## src/rtl/assert_macros.svh

```systemverilog
// ----------------------------------------------------------------------------
// Assertion macros
// Shared concurrent assertion forms for the table block.
// ----------------------------------------------------------------------------
`ifndef ASSERT_MACROS_SVH
`define ASSERT_MACROS_SVH

// Same-cycle implication, sampled on the rising edge, off while in reset.
`define UTSID_ASSERT_IMPL(name, clk, rst_n, ante, cons, msg) \
    name: assert property (@(posedge clk) disable iff (!(rst_n)) (ante) |-> (cons)) \
        else $error(msg);

// Next-cycle implication, sampled on the rising edge, off while in reset.
`define UTSID_ASSERT_NEXT(name, clk, rst_n, ante, cons, msg) \
    name: assert property (@(posedge clk) disable iff (!(rst_n)) (ante) |=> (cons)) \
        else $error(msg);

`endif

```

## src/rtl/utsid_pkg.sv

```systemverilog
// ----------------------------------------------------------------------------
// utsid_pkg
// Types, codes and field widths shared by the unsorted table modules.
// ----------------------------------------------------------------------------
`default_nettype none

package utsid_pkg;

    localparam int VALUE_W  = 16;
    localparam int CMD_W    = 4;
    localparam int STATUS_W = 2;
    localparam int COUNT_W  = 6;

    typedef enum logic [CMD_W-1:0] {
        CMD_APPEND    = 4'd0,
        CMD_INSERT    = 4'd1,
        CMD_SEARCH    = 4'd2,
        CMD_DEL_ONE   = 4'd3,
        CMD_DEL_ALL   = 4'd4,
        CMD_CLEAR     = 4'd5,
        CMD_RST_CUR   = 4'd6,
        CMD_READ_NEXT = 4'd7,
        CMD_SPLIT     = 4'd8
    } t_cmd;

    typedef enum logic [STATUS_W-1:0] {
        ST_OK        = 2'd0,
        ST_FULL      = 2'd1,
        ST_NOT_FOUND = 2'd2,
        ST_PAST_END  = 2'd3
    } t_status;

    typedef enum logic [2:0] {
        S_IDLE,
        S_DISPATCH,
        S_FIND,
        S_DEL_WR,
        S_RN_EM,
        S_SPL_RD,
        S_SPL_EM
    } t_state;

    // Source of the result value
    typedef enum logic [1:0] {
        VS_ZERO,
        VS_ITEM,
        VS_RDATA
    } t_vsel;

    // Read address source
    typedef enum logic [1:0] {
        RA_PTR,
        RA_LAST,
        RA_CURSOR
    } t_rsel;

    // Write address and data source
    typedef enum logic {
        WA_COUNT,
        WA_CIDX
    } t_wsel;

    typedef struct packed {
        logic    latch_in;
        logic    rd_en;
        t_rsel   rd_sel;
        logic    wr_en;
        t_wsel   wr_sel;
        logic    cnt_inc;
        logic    cnt_dec;
        logic    cnt_clr;
        logic    cur_clr;
        logic    cur_inc;
        logic    cur_to_cnt;
        logic    find_start;
        logic    find_restart;
        logic    find_step;
        logic    hit_set;
        logic    hit_clr;
        logic    out_load;
        t_vsel   out_vsel;
        logic    out_found;
        logic    out_side;
        t_status out_status;
        logic    out_last;
    } t_dp_ctl;

    typedef struct packed {
        t_cmd cmd;
        logic full;
        logic empty;
        logic hit;
        logic scan_done;
        logic split_last;
        logic cur_ok;
        logic out_free;
        logic any_hit;
    } t_dp_stat;

endpackage

`default_nettype wire

```

## src/rtl/utsid_if.sv

```systemverilog
// ----------------------------------------------------------------------------
// utsid channel interfaces
// Valid/ready channels for command words and result words.
// ----------------------------------------------------------------------------
`default_nettype none

interface utsid_in_if import utsid_pkg::*; ();
    logic               valid;
    logic               ready;
    logic [CMD_W-1:0]   cmd;
    logic [VALUE_W-1:0] item_value;

    modport source (output valid, cmd, item_value, input ready);
    modport sink   (input valid, cmd, item_value, output ready);
endinterface

interface utsid_out_if import utsid_pkg::*; ();
    logic                valid;
    logic                ready;
    logic [VALUE_W-1:0]  result_value;
    logic                found;
    logic                side;
    logic [STATUS_W-1:0] status;
    logic [COUNT_W-1:0]  count;
    logic                is_full;
    logic                is_empty;
    logic                last;

    modport source (output valid, result_value, found, side, status, count, is_full,
                    is_empty, last, input ready);
    modport sink   (input valid, result_value, found, side, status, count, is_full,
                    is_empty, last, output ready);
endinterface

`default_nettype wire

```

## src/rtl/unsorted_table_search_insert_delete.sv

```systemverilog
// Append, clear, reset-cursor, unknown codes and a read past the end answer from the dispatch
// state; read-next of an entry reads the store first; search, insert and delete scan the table,
// delete-one then moving the last entry into the hole; split reads before its first word.
// One command at a time: the next word is taken only once the last result word has loaded,
// and output stalls hold the sequencer. Reset clears count, cursor and the result valid flag.
// ----------------------------------------------------------------------------
// unsorted_table_search_insert_delete
// Unordered table of up to CAPACITY values with linear search and swap delete.
// ----------------------------------------------------------------------------
`default_nettype none

module unsorted_table_search_insert_delete import utsid_pkg::*; #(
    parameter int CAPACITY = 32
) (
    input  logic        i_clk,
    input  logic        i_rst_n,
    utsid_in_if.sink    i_in,
    utsid_out_if.source o_out
);

    // Controller and datapath talk only through these two structs
    t_dp_ctl  w_ctl;
    t_dp_stat w_stat;

    // The sequencer owns the input handshake; it takes a new word only
    // when the previous command has loaded its final result word.
    utsid_ctrl u_ctrl (
        .i_clk      (i_clk),
        .i_rst_n    (i_rst_n),
        .i_in_valid (i_in.valid),
        .o_in_ready (i_in.ready),
        .i_stat     (w_stat),
        .o_ctl      (w_ctl)
    );

    // The datapath holds the entry RAM, count, cursor, scan pointer and the
    // output register, which lets a result wait while the next word arrives.
    utsid_datapath #(
        .CAPACITY (CAPACITY)
    ) u_datapath (
        .i_clk          (i_clk),
        .i_rst_n        (i_rst_n),
        .i_cmd          (i_in.cmd),
        .i_item_value   (i_in.item_value),
        .i_ctl          (w_ctl),
        .o_stat         (w_stat),
        .i_out_ready    (o_out.ready),
        .o_out_valid    (o_out.valid),
        .o_result_value (o_out.result_value),
        .o_found        (o_out.found),
        .o_side         (o_out.side),
        .o_status       (o_out.status),
        .o_count        (o_out.count),
        .o_is_full      (o_out.is_full),
        .o_is_empty     (o_out.is_empty),
        .o_last         (o_out.last)
    );

endmodule

`default_nettype wire

```

## src/rtl/utsid_ram.sv

```systemverilog
// ----------------------------------------------------------------------------
// utsid_ram
// Generic simple dual-port RAM: one write port, one registered read port.
// ----------------------------------------------------------------------------
`default_nettype none

module utsid_ram #(
    parameter int WIDTH = 16,
    parameter int DEPTH = 32,
    localparam int AW   = $clog2(DEPTH)
) (
    input  logic             i_clk,
    input  logic             i_wr_en,
    input  logic [AW-1:0]    i_wr_addr,
    input  logic [WIDTH-1:0] i_wr_data,
    input  logic             i_rd_en,
    input  logic [AW-1:0]    i_rd_addr,
    output logic [WIDTH-1:0] o_rd_data
);

    logic [WIDTH-1:0] r_mem [DEPTH];
    logic [WIDTH-1:0] r_rd_data;

    always_ff @(posedge i_clk) begin
        if (i_wr_en) begin
            r_mem[i_wr_addr] <= i_wr_data;
        end
        if (i_rd_en) begin
            r_rd_data <= r_mem[i_rd_addr];
        end
    end

    assign o_rd_data = r_rd_data;

endmodule

`default_nettype wire

```

## src/rtl/utsid_datapath.sv

```systemverilog
// ----------------------------------------------------------------------------
// utsid_datapath
// Entry store, count, read cursor, scan pointer and result word register.
// ----------------------------------------------------------------------------
`default_nettype none
`include "assert_macros.svh"

module utsid_datapath import utsid_pkg::*; #(
    parameter int CAPACITY = 32
) (
    input  logic                i_clk,
    input  logic                i_rst_n,
    input  logic [CMD_W-1:0]    i_cmd,
    input  logic [VALUE_W-1:0]  i_item_value,
    input  t_dp_ctl             i_ctl,
    output t_dp_stat            o_stat,
    input  logic                i_out_ready,
    output logic                o_out_valid,
    output logic [VALUE_W-1:0]  o_result_value,
    output logic                o_found,
    output logic                o_side,
    output logic [STATUS_W-1:0] o_status,
    output logic [COUNT_W-1:0]  o_count,
    output logic                o_is_full,
    output logic                o_is_empty,
    output logic                o_last
);

    localparam int IW = $clog2(CAPACITY);
    localparam int CW = $clog2(CAPACITY + 1);
    localparam logic [CW-1:0] CAP_C = CW'(CAPACITY);
    localparam logic [CW-1:0] ONE_C = CW'(1);

    // Command word held for the whole operation
    t_cmd               r_cmd;
    logic [VALUE_W-1:0] r_item;

    logic [CW-1:0] r_count,  n_count;
    logic [CW-1:0] r_cursor, n_cursor;
    logic [CW-1:0] r_ptr,    n_ptr;
    logic [IW-1:0] r_cidx,   n_cidx;
    logic          r_pend,   n_pend;
    logic          r_hit,    n_hit;

    logic                r_out_valid;
    logic [VALUE_W-1:0]  r_out_value;
    logic                r_out_found;
    logic                r_out_side;
    logic [STATUS_W-1:0] r_out_status;
    logic [COUNT_W-1:0]  r_out_count;
    logic                r_out_full;
    logic                r_out_empty;
    logic                r_out_last;

    logic [IW-1:0]          w_rd_addr;
    logic [IW-1:0]          w_wr_addr;
    logic [VALUE_W-1:0]     w_wr_data;
    logic [VALUE_W-1:0]     w_rd_data;
    logic [CW-1:0]          w_cnt_m1;
    logic [CW+COUNT_W-1:0]  w_cnt_ext;
    logic                   w_out_free;
    logic [VALUE_W-1:0]     w_res_value;

    assign w_cnt_m1   = r_count - ONE_C;
    assign w_out_free = !r_out_valid || i_out_ready;

    always_comb begin
        unique case (i_ctl.rd_sel)
            RA_PTR:    w_rd_addr = r_ptr[IW-1:0];
            RA_LAST:   w_rd_addr = w_cnt_m1[IW-1:0];
            RA_CURSOR: w_rd_addr = r_cursor[IW-1:0];
            default:   w_rd_addr = r_ptr[IW-1:0];
        endcase
    end

    // Append writes the new word at the end; a delete fills the hole with the last entry
    assign w_wr_addr = (i_ctl.wr_sel == WA_COUNT) ? r_count[IW-1:0] : r_cidx;
    assign w_wr_data = (i_ctl.wr_sel == WA_COUNT) ? r_item : w_rd_data;

    utsid_ram #(
        .WIDTH (VALUE_W),
        .DEPTH (CAPACITY)
    ) u_store (
        .i_clk     (i_clk),
        .i_wr_en   (i_ctl.wr_en),
        .i_wr_addr (w_wr_addr),
        .i_wr_data (w_wr_data),
        .i_rd_en   (i_ctl.rd_en),
        .i_rd_addr (w_rd_addr),
        .o_rd_data (w_rd_data)
    );

    always_comb begin
        priority if (i_ctl.cnt_clr) begin
            n_count = '0;
        end else if (i_ctl.cnt_inc) begin
            n_count = r_count + ONE_C;
        end else if (i_ctl.cnt_dec) begin
            n_count = w_cnt_m1;
        end else begin
            n_count = r_count;
        end

        priority if (i_ctl.cur_clr) begin
            n_cursor = '0;
        end else if (i_ctl.cur_inc) begin
            n_cursor = r_cursor + ONE_C;
        end else if (i_ctl.cur_to_cnt) begin
            n_cursor = r_count;
        end else begin
            n_cursor = r_cursor;
        end

        n_ptr  = r_ptr;
        n_cidx = r_cidx;
        n_pend = r_pend;
        priority if (i_ctl.find_start) begin
            n_ptr  = '0;
            n_pend = 1'b0;
        end else if (i_ctl.find_restart) begin
            n_ptr  = CW'(r_cidx);
            n_pend = 1'b0;
        end else if (i_ctl.find_step) begin
            n_ptr  = r_ptr + ONE_C;
            n_cidx = r_ptr[IW-1:0];
            n_pend = 1'b1;
        end

        priority if (i_ctl.hit_clr) begin
            n_hit = 1'b0;
        end else if (i_ctl.hit_set) begin
            n_hit = 1'b1;
        end else begin
            n_hit = r_hit;
        end
    end

    always_comb begin
        unique case (i_ctl.out_vsel)
            VS_ZERO:  w_res_value = '0;
            VS_ITEM:  w_res_value = r_item;
            VS_RDATA: w_res_value = w_rd_data;
            default:  w_res_value = '0;
        endcase
    end

    assign w_cnt_ext = {{COUNT_W{1'b0}}, n_count};

    always_ff @(posedge i_clk) begin
        if (!i_rst_n) begin
            r_count     <= '0;
            r_cursor    <= '0;
            r_pend      <= 1'b0;
            r_hit       <= 1'b0;
            r_out_valid <= 1'b0;
        end else begin
            r_count  <= n_count;
            r_cursor <= n_cursor;
            r_pend   <= n_pend;
            r_hit    <= n_hit;
            if (i_ctl.out_load) begin
                r_out_valid <= 1'b1;
            end else if (i_out_ready) begin
                r_out_valid <= 1'b0;
            end
        end
    end

    always_ff @(posedge i_clk) begin
        r_ptr  <= n_ptr;
        r_cidx <= n_cidx;
        if (i_ctl.latch_in) begin
            r_cmd  <= t_cmd'(i_cmd);
            r_item <= i_item_value;
        end
        if (i_ctl.out_load) begin
            r_out_value  <= w_res_value;
            r_out_found  <= i_ctl.out_found;
            r_out_side   <= i_ctl.out_side && (w_rd_data >= r_item);
            r_out_status <= i_ctl.out_status;
            r_out_count  <= w_cnt_ext[COUNT_W-1:0];
            r_out_full   <= (n_count == CAP_C);
            r_out_empty  <= (n_count == '0);
            r_out_last   <= i_ctl.out_last;
        end
    end

    assign o_stat.cmd        = r_cmd;
    assign o_stat.full       = (r_count == CAP_C);
    assign o_stat.empty      = (r_count == '0);
    assign o_stat.hit        = r_pend && (w_rd_data == r_item);
    assign o_stat.scan_done  = (r_ptr >= r_count);
    assign o_stat.split_last = (CW'(r_cidx) == w_cnt_m1);
    assign o_stat.cur_ok     = (r_cursor < r_count);
    assign o_stat.out_free   = w_out_free;
    assign o_stat.any_hit    = r_hit;

    assign o_out_valid    = r_out_valid;
    assign o_result_value = r_out_value;
    assign o_found        = r_out_found;
    assign o_side         = r_out_side;
    assign o_status       = r_out_status;
    assign o_count        = r_out_count;
    assign o_is_full      = r_out_full;
    assign o_is_empty     = r_out_empty;
    assign o_last         = r_out_last;

    `UTSID_ASSERT_IMPL(a_count_bound, i_clk, i_rst_n, 1'b1, r_count <= CAP_C, "entry count above capacity")
    `UTSID_ASSERT_IMPL(a_append_room, i_clk, i_rst_n, i_ctl.wr_en && (i_ctl.wr_sel == WA_COUNT), r_count < CAP_C, "append into a full table")
    `UTSID_ASSERT_IMPL(a_load_free, i_clk, i_rst_n, i_ctl.out_load, w_out_free, "result word overwritten before it was taken")
    `UTSID_ASSERT_IMPL(a_dec_nonzero, i_clk, i_rst_n, i_ctl.cnt_dec, r_count != '0, "delete from an empty table")

endmodule

`default_nettype wire

```

## src/rtl/utsid_ctrl.sv

```systemverilog
// ----------------------------------------------------------------------------
// utsid_ctrl
// Command sequencer: dispatch, linear scan, swap delete, cursor read, split.
// ----------------------------------------------------------------------------
`default_nettype none

module utsid_ctrl import utsid_pkg::*; (
    input  logic     i_clk,
    input  logic     i_rst_n,
    input  logic     i_in_valid,
    output logic     o_in_ready,
    input  t_dp_stat i_stat,
    output t_dp_ctl  o_ctl
);

    t_state r_state, n_state;

    always_ff @(posedge i_clk) begin
        if (!i_rst_n) begin
            r_state <= S_IDLE;
        end else begin
            r_state <= n_state;
        end
    end

    // Next state
    always_comb begin
        n_state = r_state;
        unique case (r_state)
            S_IDLE: begin
                if (i_in_valid) begin
                    n_state = S_DISPATCH;
                end
            end
            S_DISPATCH: begin
                unique case (i_stat.cmd)
                    CMD_INSERT, CMD_SEARCH, CMD_DEL_ONE, CMD_DEL_ALL: begin
                        n_state = S_FIND;
                    end
                    CMD_READ_NEXT: begin
                        if (i_stat.cur_ok) begin
                            n_state = S_RN_EM;
                        end else if (i_stat.out_free) begin
                            n_state = S_IDLE;
                        end
                    end
                    CMD_SPLIT: begin
                        if (!i_stat.empty) begin
                            n_state = S_SPL_RD;
                        end else if (i_stat.out_free) begin
                            n_state = S_IDLE;
                        end
                    end
                    default: begin
                        if (i_stat.out_free) begin
                            n_state = S_IDLE;
                        end
                    end
                endcase
            end
            S_FIND: begin
                if (i_stat.hit) begin
                    if (i_stat.cmd == CMD_DEL_ONE || i_stat.cmd == CMD_DEL_ALL) begin
                        n_state = S_DEL_WR;
                    end else if (i_stat.out_free) begin
                        n_state = S_IDLE;
                    end
                end else if (i_stat.scan_done && i_stat.out_free) begin
                    n_state = S_IDLE;
                end
            end
            S_DEL_WR: begin
                if (i_stat.cmd == CMD_DEL_ALL) begin
                    n_state = S_FIND;
                end else if (i_stat.out_free) begin
                    n_state = S_IDLE;
                end
            end
            S_RN_EM: begin
                if (i_stat.out_free) begin
                    n_state = S_IDLE;
                end
            end
            S_SPL_RD: begin
                n_state = S_SPL_EM;
            end
            S_SPL_EM: begin
                if (i_stat.out_free && i_stat.split_last) begin
                    n_state = S_IDLE;
                end
            end
            default: begin
                n_state = S_IDLE;
            end
        endcase
    end

    // Datapath commands
    always_comb begin
        o_ctl      = '0;
        o_in_ready = 1'b0;
        unique case (r_state)
            S_IDLE: begin
                o_in_ready     = 1'b1;
                o_ctl.latch_in = i_in_valid;
            end
            S_DISPATCH: begin
                unique case (i_stat.cmd)
                    CMD_APPEND: begin
                        if (i_stat.out_free) begin
                            o_ctl.out_load = 1'b1;
                            o_ctl.out_last = 1'b1;
                            if (i_stat.full) begin
                                o_ctl.out_status = ST_FULL;
                            end else begin
                                o_ctl.wr_en   = 1'b1;
                                o_ctl.wr_sel  = WA_COUNT;
                                o_ctl.cnt_inc = 1'b1;
                            end
                        end
                    end
                    CMD_INSERT, CMD_SEARCH, CMD_DEL_ONE, CMD_DEL_ALL: begin
                        o_ctl.find_start = 1'b1;
                        o_ctl.hit_clr    = 1'b1;
                    end
                    CMD_CLEAR: begin
                        if (i_stat.out_free) begin
                            o_ctl.cnt_clr  = 1'b1;
                            o_ctl.out_load = 1'b1;
                            o_ctl.out_last = 1'b1;
                        end
                    end
                    CMD_RST_CUR: begin
                        if (i_stat.out_free) begin
                            o_ctl.cur_clr  = 1'b1;
                            o_ctl.out_load = 1'b1;
                            o_ctl.out_last = 1'b1;
                        end
                    end
                    CMD_READ_NEXT: begin
                        if (i_stat.cur_ok) begin
                            o_ctl.rd_en  = 1'b1;
                            o_ctl.rd_sel = RA_CURSOR;
                        end else if (i_stat.out_free) begin
                            o_ctl.out_load   = 1'b1;
                            o_ctl.out_status = ST_PAST_END;
                            o_ctl.out_last   = 1'b1;
                        end
                    end
                    CMD_SPLIT: begin
                        if (!i_stat.empty) begin
                            o_ctl.find_start = 1'b1;
                        end else if (i_stat.out_free) begin
                            o_ctl.cur_to_cnt = 1'b1;
                            o_ctl.out_load   = 1'b1;
                            o_ctl.out_last   = 1'b1;
                        end
                    end
                    default: begin
                        if (i_stat.out_free) begin
                            o_ctl.out_load = 1'b1;
                            o_ctl.out_last = 1'b1;
                        end
                    end
                endcase
            end
            S_FIND: begin
                if (i_stat.hit) begin
                    if (i_stat.cmd == CMD_DEL_ONE || i_stat.cmd == CMD_DEL_ALL) begin
                        // fetch the last entry to fill the hole
                        o_ctl.rd_en  = 1'b1;
                        o_ctl.rd_sel = RA_LAST;
                    end else if (i_stat.out_free) begin
                        o_ctl.out_load  = 1'b1;
                        o_ctl.out_found = 1'b1;
                        o_ctl.out_vsel  = VS_ITEM;
                        o_ctl.out_last  = 1'b1;
                    end
                end else if (i_stat.scan_done) begin
                    if (i_stat.out_free) begin
                        o_ctl.out_load = 1'b1;
                        o_ctl.out_last = 1'b1;
                        unique case (i_stat.cmd)
                            CMD_INSERT: begin
                                if (i_stat.full) begin
                                    o_ctl.out_status = ST_FULL;
                                end else begin
                                    o_ctl.wr_en   = 1'b1;
                                    o_ctl.wr_sel  = WA_COUNT;
                                    o_ctl.cnt_inc = 1'b1;
                                end
                            end
                            CMD_DEL_ALL: begin
                                o_ctl.cur_to_cnt = 1'b1;
                                if (i_stat.any_hit) begin
                                    o_ctl.out_found = 1'b1;
                                    o_ctl.out_vsel  = VS_ITEM;
                                end else begin
                                    o_ctl.out_status = ST_NOT_FOUND;
                                end
                            end
                            default: begin
                                o_ctl.out_status = ST_NOT_FOUND;
                            end
                        endcase
                    end
                end else begin
                    o_ctl.find_step = 1'b1;
                    o_ctl.rd_en     = 1'b1;
                    o_ctl.rd_sel    = RA_PTR;
                end
            end
            S_DEL_WR: begin
                if (i_stat.cmd == CMD_DEL_ALL) begin
                    // the moved entry lands in the hole: examine that slot again
                    o_ctl.wr_en        = 1'b1;
                    o_ctl.wr_sel       = WA_CIDX;
                    o_ctl.cnt_dec      = 1'b1;
                    o_ctl.hit_set      = 1'b1;
                    o_ctl.find_restart = 1'b1;
                end else if (i_stat.out_free) begin
                    o_ctl.wr_en     = 1'b1;
                    o_ctl.wr_sel    = WA_CIDX;
                    o_ctl.cnt_dec   = 1'b1;
                    o_ctl.out_load  = 1'b1;
                    o_ctl.out_found = 1'b1;
                    o_ctl.out_vsel  = VS_ITEM;
                    o_ctl.out_last  = 1'b1;
                end
            end
            S_RN_EM: begin
                if (i_stat.out_free) begin
                    o_ctl.cur_inc  = 1'b1;
                    o_ctl.out_load = 1'b1;
                    o_ctl.out_vsel = VS_RDATA;
                    o_ctl.out_last = 1'b1;
                end
            end
            S_SPL_RD: begin
                o_ctl.find_step = 1'b1;
                o_ctl.rd_en     = 1'b1;
                o_ctl.rd_sel    = RA_PTR;
            end
            S_SPL_EM: begin
                if (i_stat.out_free) begin
                    o_ctl.out_load = 1'b1;
                    o_ctl.out_vsel = VS_RDATA;
                    o_ctl.out_side = 1'b1;
                    o_ctl.out_last = i_stat.split_last;
                    if (i_stat.split_last) begin
                        o_ctl.cur_to_cnt = 1'b1;
                    end else begin
                        o_ctl.find_step = 1'b1;
                        o_ctl.rd_en     = 1'b1;
                        o_ctl.rd_sel    = RA_PTR;
                    end
                end
            end
            default: begin
                o_ctl = '0;
            end
        endcase
    end

endmodule

`default_nettype wire

```

## src/flat_wrapper.sv

```systemverilog
// flat-port wrapper written by rule: the top's interface ports become plain ports
module unsorted_table_search_insert_delete_flat import utsid_pkg::*;
#(
    parameter int CAPACITY = 32
)
  (i_clk, i_rst_n, i_in_valid, i_in_cmd, i_in_item_value, i_in_ready, o_out_valid, o_out_result_value, o_out_found, o_out_side, o_out_status, o_out_count, o_out_is_full, o_out_is_empty, o_out_last, o_out_ready);
  utsid_in_if i_in_i ();
  utsid_out_if o_out_i ();
  input  logic i_clk;
  input  logic i_rst_n;
  input wire logic [$bits(i_in_i.valid)-1:0] i_in_valid;
  input wire logic [$bits(i_in_i.cmd)-1:0] i_in_cmd;
  input wire logic [$bits(i_in_i.item_value)-1:0] i_in_item_value;
  output wire logic [$bits(i_in_i.ready)-1:0] i_in_ready;
  output wire logic [$bits(o_out_i.valid)-1:0] o_out_valid;
  output wire logic [$bits(o_out_i.result_value)-1:0] o_out_result_value;
  output wire logic [$bits(o_out_i.found)-1:0] o_out_found;
  output wire logic [$bits(o_out_i.side)-1:0] o_out_side;
  output wire logic [$bits(o_out_i.status)-1:0] o_out_status;
  output wire logic [$bits(o_out_i.count)-1:0] o_out_count;
  output wire logic [$bits(o_out_i.is_full)-1:0] o_out_is_full;
  output wire logic [$bits(o_out_i.is_empty)-1:0] o_out_is_empty;
  output wire logic [$bits(o_out_i.last)-1:0] o_out_last;
  input wire logic [$bits(o_out_i.ready)-1:0] o_out_ready;
  assign i_in_i.valid = i_in_valid;
  assign i_in_i.cmd = i_in_cmd;
  assign i_in_i.item_value = i_in_item_value;
  assign i_in_ready = i_in_i.ready;
  assign o_out_valid = o_out_i.valid;
  assign o_out_result_value = o_out_i.result_value;
  assign o_out_found = o_out_i.found;
  assign o_out_side = o_out_i.side;
  assign o_out_status = o_out_i.status;
  assign o_out_count = o_out_i.count;
  assign o_out_is_full = o_out_i.is_full;
  assign o_out_is_empty = o_out_i.is_empty;
  assign o_out_last = o_out_i.last;
  assign o_out_i.ready = o_out_ready;
  unsorted_table_search_insert_delete #(.CAPACITY(CAPACITY)) u_core (.i_clk(i_clk), .i_rst_n(i_rst_n), .i_in(i_in_i), .o_out(o_out_i));
endmodule
```

## config.mk

```make
export PLATFORM = sky130hd
export DESIGN_NAME = unsorted_table_search_insert_delete_flat
export DESIGN_NICKNAME = d
export VERILOG_FILES = /design/src/rtl/utsid_pkg.sv /design/src/rtl/utsid_if.sv /design/src/rtl/unsorted_table_search_insert_delete.sv /design/src/rtl/utsid_ram.sv /design/src/rtl/utsid_datapath.sv /design/src/rtl/utsid_ctrl.sv /design/src/flat_wrapper.sv
export VERILOG_INCLUDE_DIRS = /design/src /design/src/rtl
export SDC_FILE = /design/constraint.sdc
export NUM_CORES = 1
export LEC_CHECK = 0
export ABC_CLOCK_PERIOD_IN_PS = 12000
export BUFFER_PORTS_ARGS = -buffer_cell sky130_fd_sc_hd__buf_4
export CORE_UTILIZATION = 35
export CTS_BUF_LIST = sky130_fd_sc_hd__clkbuf_4 sky130_fd_sc_hd__clkbuf_8 sky130_fd_sc_hd__clkbuf_16
export DETAILED_ROUTE_END_ITERATION = 6
export SLEW_MARGIN = 20
export SYNTH_ARGS = -nofsm -noshare
export SYNTH_HDL_FRONTEND = slang
export SYNTH_HIERARCHICAL = 1
export SYNTH_SLANG_ARGS = --single-unit
```

## constraint.sdc

```tcl
create_clock -name i_clk -period 12 [get_ports i_clk]
set_input_delay 0.6 -clock i_clk [delete_from_list [all_inputs] [get_ports i_clk]]
set_output_delay 0.6 -clock i_clk [all_outputs]
set_load 0.01 [all_outputs]
```

==> report_table.html <==
<table>
<tr><th>Metric</th><th>Value</th></tr>
<tr><th colspan="2">STA</th></tr>
<tr><td>Post-route fraction of the period consumed by the critical path</td><td>53.37%</td></tr>
<tr><td>Minimum period implied by the final worst setup slack</td><td>6.404 ns</td></tr>
<tr><td>Final total negative setup slack</td><td>0 ns</td></tr>
<tr><td>Worst max-slew margin expressed relative to the limit</td><td>27.64%</td></tr>
<tr><td>Count of final hold-check violations</td><td>0</td></tr>
<tr><td>Count of endpoints failing setup in the final report</td><td>0</td></tr>
<tr><td>Top achievable clock speed</td><td>156.1 MHz</td></tr>
<tr><td>Count of final max-slew check failures</td><td>0</td></tr>
<tr><td>Unrepaired setup endpoints after global routing</td><td>no</td></tr>
<tr><td>Transition time of the tightest slew-check pin</td><td>1.084 ns</td></tr>
<tr><td>Post-route clock skew</td><td>0.03818 ns</td></tr>
<tr><th colspan="2">Power and ir drop</th></tr>
<tr><td>Worst IR Drop VDD</td><td>114.3 uV</td></tr>
<tr><td>LEAKAGE</td><td>9.300 nW</td></tr>
<tr><td>Pwr dens</td><td>162.7 mW/mm^2</td></tr>
<tr><th colspan="2">Synthesis</th></tr>
<tr><td>Net count of the mapped netlist</td><td>1,731</td></tr>
<tr><td>Post-synthesis sequential area ratio</td><td>69.88%</td></tr>
<tr><td>Number of distinct library cells after synthesis</td><td>77</td></tr>
<tr><td>Warnings from Yosys</td><td>6</td></tr>
<tr><td>Flip-flop and latch count after synthesis</td><td>606</td></tr>
<tr><td>Commonest register cell after synthesis</td><td>edfxtp_1</td></tr>
<tr><td>Yosys top cell area share</td><td>68.01%</td></tr>
<tr><td>Asr flop ratio synth</td><td>0%</td></tr>
<tr><td>Largest cells by area after synthesis</td><td>edfxtp_1, mux2i_1, a22oi_1</td></tr>
<tr><td>Number of synthesized flops with an enable pin</td><td>582</td></tr>
<tr><td>Cells after Synth</td><td>1,671</td></tr>
<tr><td>Combined area of all synthesized cells</td><td>0.02570 sq mm</td></tr>
<tr><td>Library cell occupying the most area in the post-synthesis netlist</td><td>edfxtp_1</td></tr>
<tr><td>Avg Inst Size Synth</td><td>15.38 sq um</td></tr>
<tr><th colspan="2">Floorplan</th></tr>
<tr><td>Die outline area</td><td>0.07450 sq mm</td></tr>
<tr><td>Initial cell density of the core</td><td>35.64%</td></tr>
<tr><td>Standard-cell row count</td><td>98</td></tr>
<tr><td>Top Ports</td><td>55</td></tr>
<tr><td>Core footprint</td><td>0.07210 sq mm</td></tr>
<tr><td>Chip height</td><td>273.0 um</td></tr>
<tr><td>Chip width</td><td>273.0 um</td></tr>
<tr><th colspan="2">CTS</th></tr>
<tr><td>Post-CTS Setup Bufs</td><td>0</td></tr>
<tr><td>Sinks on the clock net</td><td>606</td></tr>
<tr><td>CTS tree</td><td>done</td></tr>
<tr><td>Clock-pin slew of the registers on the worst-case setup and hold paths</td><td>0.06 ns</td></tr>
<tr><td>Latest clock arrival within the worst-skew pair</td><td>0.66 ns</td></tr>
<tr><td>CTS H-Tree Depth</td><td>2</td></tr>
<tr><td>TritonCTS buffer count</td><td>60</td></tr>
<tr><td>CTS resizes</td><td>0</td></tr>
<tr><td>Cell chosen for the clock root</td><td>clkbuf_16</td></tr>
<tr><td>Number of hold buffers added after CTS</td><td>0</td></tr>
<tr><td>Maximum clock insertion buffer count</td><td>3</td></tr>
<tr><th colspan="2">Routing</th></tr>
<tr><td>Met2 layer wire length in the routed design</td><td>29,730 um</td></tr>
<tr><td>Wire length on met1</td><td>28,010 um</td></tr>
<tr><td>Number of optimization iterations in the first detailed-route pass</td><td>5</td></tr>
<tr><td>Total Routed Length</td><td>63,750 um</td></tr>
<tr><td>Initial drt markers</td><td>1,690</td></tr>
<tr><td>Wire length on met3</td><td>4700 um</td></tr>
<tr><td>Wire length per cell after detailed routing</td><td>23.24 um</td></tr>
<tr><td>Number of vias in the routed layout</td><td>14,680</td></tr>
<tr><td>Via-to-Cell Ratio</td><td>5.353</td></tr>
<tr><td>Post-route ant nets</td><td>0</td></tr>
<tr><td>Uppermost layer routed</td><td>met4</td></tr>
<tr><td>Residual DRC</td><td>0</td></tr>
<tr><th colspan="2">Worst setup path</th></tr>
<tr><td>Highest fanout seen on the critical path</td><td>56</td></tr>
<tr><td>Data arrival at the endpoint of the critical path</td><td>6.75 ns</td></tr>
<tr><td>R2r worst-path depth</td><td>17</td></tr>
<tr><td>Master of the slowest instance on the critical path</td><td>buf_4</td></tr>
<tr><td>Setup Crit Path Kind</td><td>register to register</td></tr>
<tr><td>Required time at the endpoint of the critical path</td><td>12.34 ns</td></tr>
<tr><td>Longest individual stage delay on the worst path</td><td>0.78 ns</td></tr>
<tr><td>Critical path launch point type</td><td>register</td></tr>
<tr><td>Worst reg-to-reg setup slack</td><td>5.60 ns</td></tr>
<tr><td>Crit path capture type</td><td>register</td></tr>
<tr><td>Chain of cells forming the critical path</td><td>ha_1 -&gt; nand4_1 -&gt; nor4_1 -&gt; and2_1 -&gt; nand4bb_1 -&gt; a211oi_2 -&gt; inv_1 -&gt; ha_1 -&gt; a221oi_1 -&gt; a21oi_4 -&gt; buf_4 -&gt; buf_4 -&gt; mux2i_1 -&gt; a22o_1 -&gt; nor3_1 -&gt; a31oi_1 -&gt; nand3_1</td></tr>
<tr><th colspan="2">Cells and area</th></tr>
<tr><td>Number of nets in the layout</td><td>1,804</td></tr>
<tr><td>Area growth, synth to finish</td><td>12.92%</td></tr>
<tr><td>Finished Layout Cells</td><td>2,743</td></tr>
<tr><td>Layout filler cell count</td><td>6,533</td></tr>
<tr><td>Antenna diode count</td><td>0</td></tr>
<tr><td>Share of post-route cells with drive strength above 1</td><td>14.33%</td></tr>
<tr><td>Final core utilization</td><td>40.24%</td></tr>
<tr><th colspan="2">Job</th></tr>
<tr><td>Number of max-cap violations</td><td>0</td></tr>
<tr><th colspan="2">Global route</th></tr>
<tr><td>Total routing usage reported by global routing</td><td>16.81%</td></tr>
<tr><td>Vias in the first global route</td><td>14,400</td></tr>
<tr><td>Global-route wire length before repair</td><td>93,230 um</td></tr>
<tr><td>Overflow after GRT</td><td>0</td></tr>
<tr><td>Antenna violations before repair</td><td>1</td></tr>
<tr><td>Pin count of the biggest net entering global routing</td><td>114</td></tr>
<tr><th colspan="2">Min path</th></tr>
<tr><td>Min-Delay Path Class</td><td>primary input to register</td></tr>
<tr><td>Cell depth of the worst hold path</td><td>1</td></tr>
<tr><th colspan="2">Run status</th></tr>
<tr><td>Result of the run</td><td>finished clean</td></tr>
<tr><th colspan="2">Placed design</th></tr>
<tr><td>GPL Wtd Cong</td><td>0.8570</td></tr>
<tr><td>Cell count after placement</td><td>2,632</td></tr>
<tr><td>PortBufs</td><td>54</td></tr>
<tr><td>Placed wire-length estimate</td><td>37,900 um</td></tr>
</table>
[sequential cells by signal, indices dropped and copies added (netlist names)]
signal and cells:
u_core/u_datapath/o_out_valid 1, u_core/u_datapath/r_pend 1, u_core/u_datapath/o_is_full 1, u_core/u_datapath/r_hit 1
u_core/u_datapath/r_count 6, u_core/u_datapath/o_found 1, u_core/u_datapath/u_store/r_mem 512, u_core/u_datapath/o_result_value 16
u_core/u_datapath/r_ptr 6, u_core/u_datapath/r_cidx 5, u_core/u_datapath/r_cmd 4, u_core/u_datapath/r_cursor 6
u_core/u_datapath/o_is_empty 1, u_core/u_datapath/o_side 1, u_core/u_datapath/o_last 1, u_core/u_datapath/r_item 16
u_core/u_datapath/o_count 6, u_core/u_ctrl/r_state 3, u_core/u_datapath/u_store/o_rd_data 16, u_core/u_datapath/o_status 2
[layout make-up]
type | instances | area [sq um] | share of cell area, %
multi-input combinational | 929 | 6969 | 24.02
clock inverter | 40 | 339.1 | 1.169
tap | 950 | 1189 | 4.097
clock buffer | 71 | 1584 | 5.459
timing repair buffer | 110 | 838.3 | 2.889
sequential | 606 | 17960 | 61.89
inverter | 37 | 138.9 | 0.4787
[cells by family (layout without fill, tap and decap cells)]
group | count (synthesis) | in the layout | synth area share, %
multiplexers | 260 | 260 | 10.13
AND/OR/NAND/NOR | 338 | 338 | 6.739
adder cells (fa/ha/maj) | 36 | 36 | 1.753
flip-flops | 606 | 606 | 69.88
XOR/XNOR | 17 | 17 | 0.5794
buffers and inverters | 136 | 258 | 3.467
AO/OA/AOI/OAI | 278 | 278 | 7.445
[synthesized netlist by cell type, types with 3 or more instances]
library cell	number
a21o_1	9
a21oi_1	71
a221oi_1	5
a22o_1	33
a22oi_1	83
a31oi_1	17
and2_1	7
and3_1	4
buf_12	5
buf_2	19
buf_4	25
buf_6	11
buf_8	6
clkbuf_1	28
clkbuf_8	3
dfxtp_1	24
edfxtp_1	582
ha_1	36
inv_1	36
mux2i_1	259
nand2_1	72
nand2b_1	12
nand3_1	42
nand3b_1	10
nand4_1	24
nor2_1	90
nor2b_1	8
nor3_1	24
nor3_2	3
nor3b_1	5
nor4_1	6
o21a_1	4
o21ai_0	32
or3_1	8
or3b_2	4
xnor2_1	10
xor2_1	7
[metrics by stage]
stage	instance area (sq um)	total power (W)	worst slack, ns	hold WS [ns]
2_1_floorplan	25700	0.002836	8.088	0.4568
3_3_place_gp	27080	0.002931	5.741	0.4933
3_5_place_dp	27080	0.002939	5.537	0.4991
4_1_cts	29010	0.004761	5.539	0.09433
5_1_grt	29020	0.004872	5.330	0.1041
6_report	29020	0.004719	5.596	0.1326
[critical path: cells and delay by family, from the launching register on]
| family | cells | cell delay (ns) |
|---|---|---|
| AND/OR/NAND/NOR | 6 | 1.50 |
| adder cells (fa/ha/maj) | 2 | 0.82 |
| buffers and inverters | 3 | 1.60 |
| AO/OA/AOI/OAI | 5 | 1.37 |
| flip-flops | 1 | 0.43 |
| multiplexers | 1 | 0.25 |
[metal layers]
metal	vias up	GRT usage (%)
met4	0	4.352
met2	529	26.92
met5	-	0
met3	88	3.356
li1	6631	-
met1	7435	23.28
[path summary, 6_finish.rpt]
path                                                               from                                      to
worst min register to register                 u_core/u_datapath/r_pend                u_core/u_datapath/r_pend
worst max-delay path            u_core/u_datapath/u_store/o_rd_data[11]  u_core/u_datapath/u_store/o_rd_data[4]
worst min-delay path                                 i_in_item_value[5]             u_core/u_datapath/r_item[5]
worst max register to register  u_core/u_datapath/u_store/o_rd_data[11]  u_core/u_datapath/u_store/o_rd_data[4]
[where the power goes]
| group | internal [W] | switching [W] | total (W) |
|---|---|---|---|
| registers | 0.00236 | 0.0000137 | 0.00237 |
| clock network | 0.00103 | 0.000796 | 0.00182 |
| logic | 0.000211 | 0.000314 | 0.000525 |
[cell usage in the layout, fill, tap and decap left out, drive strengths merged, types with 8 or more instances in the layout]
master,n
nor2b,8
a22oi,83
nand4,24
nand2b,13
clkinv,35
nand3b,10
edfxtp,582
or3,8
xnor2,10
clkbuf,71
dfxtp,24
buf,110
nand2,72
o21ai,33
a22o,33
nand3,42
nor3,27
a21oi,72
a31oi,17
a21o,9
inv,38
nor2,91
ha,36
mux2i,259
(Power assumes the default switching activity.)
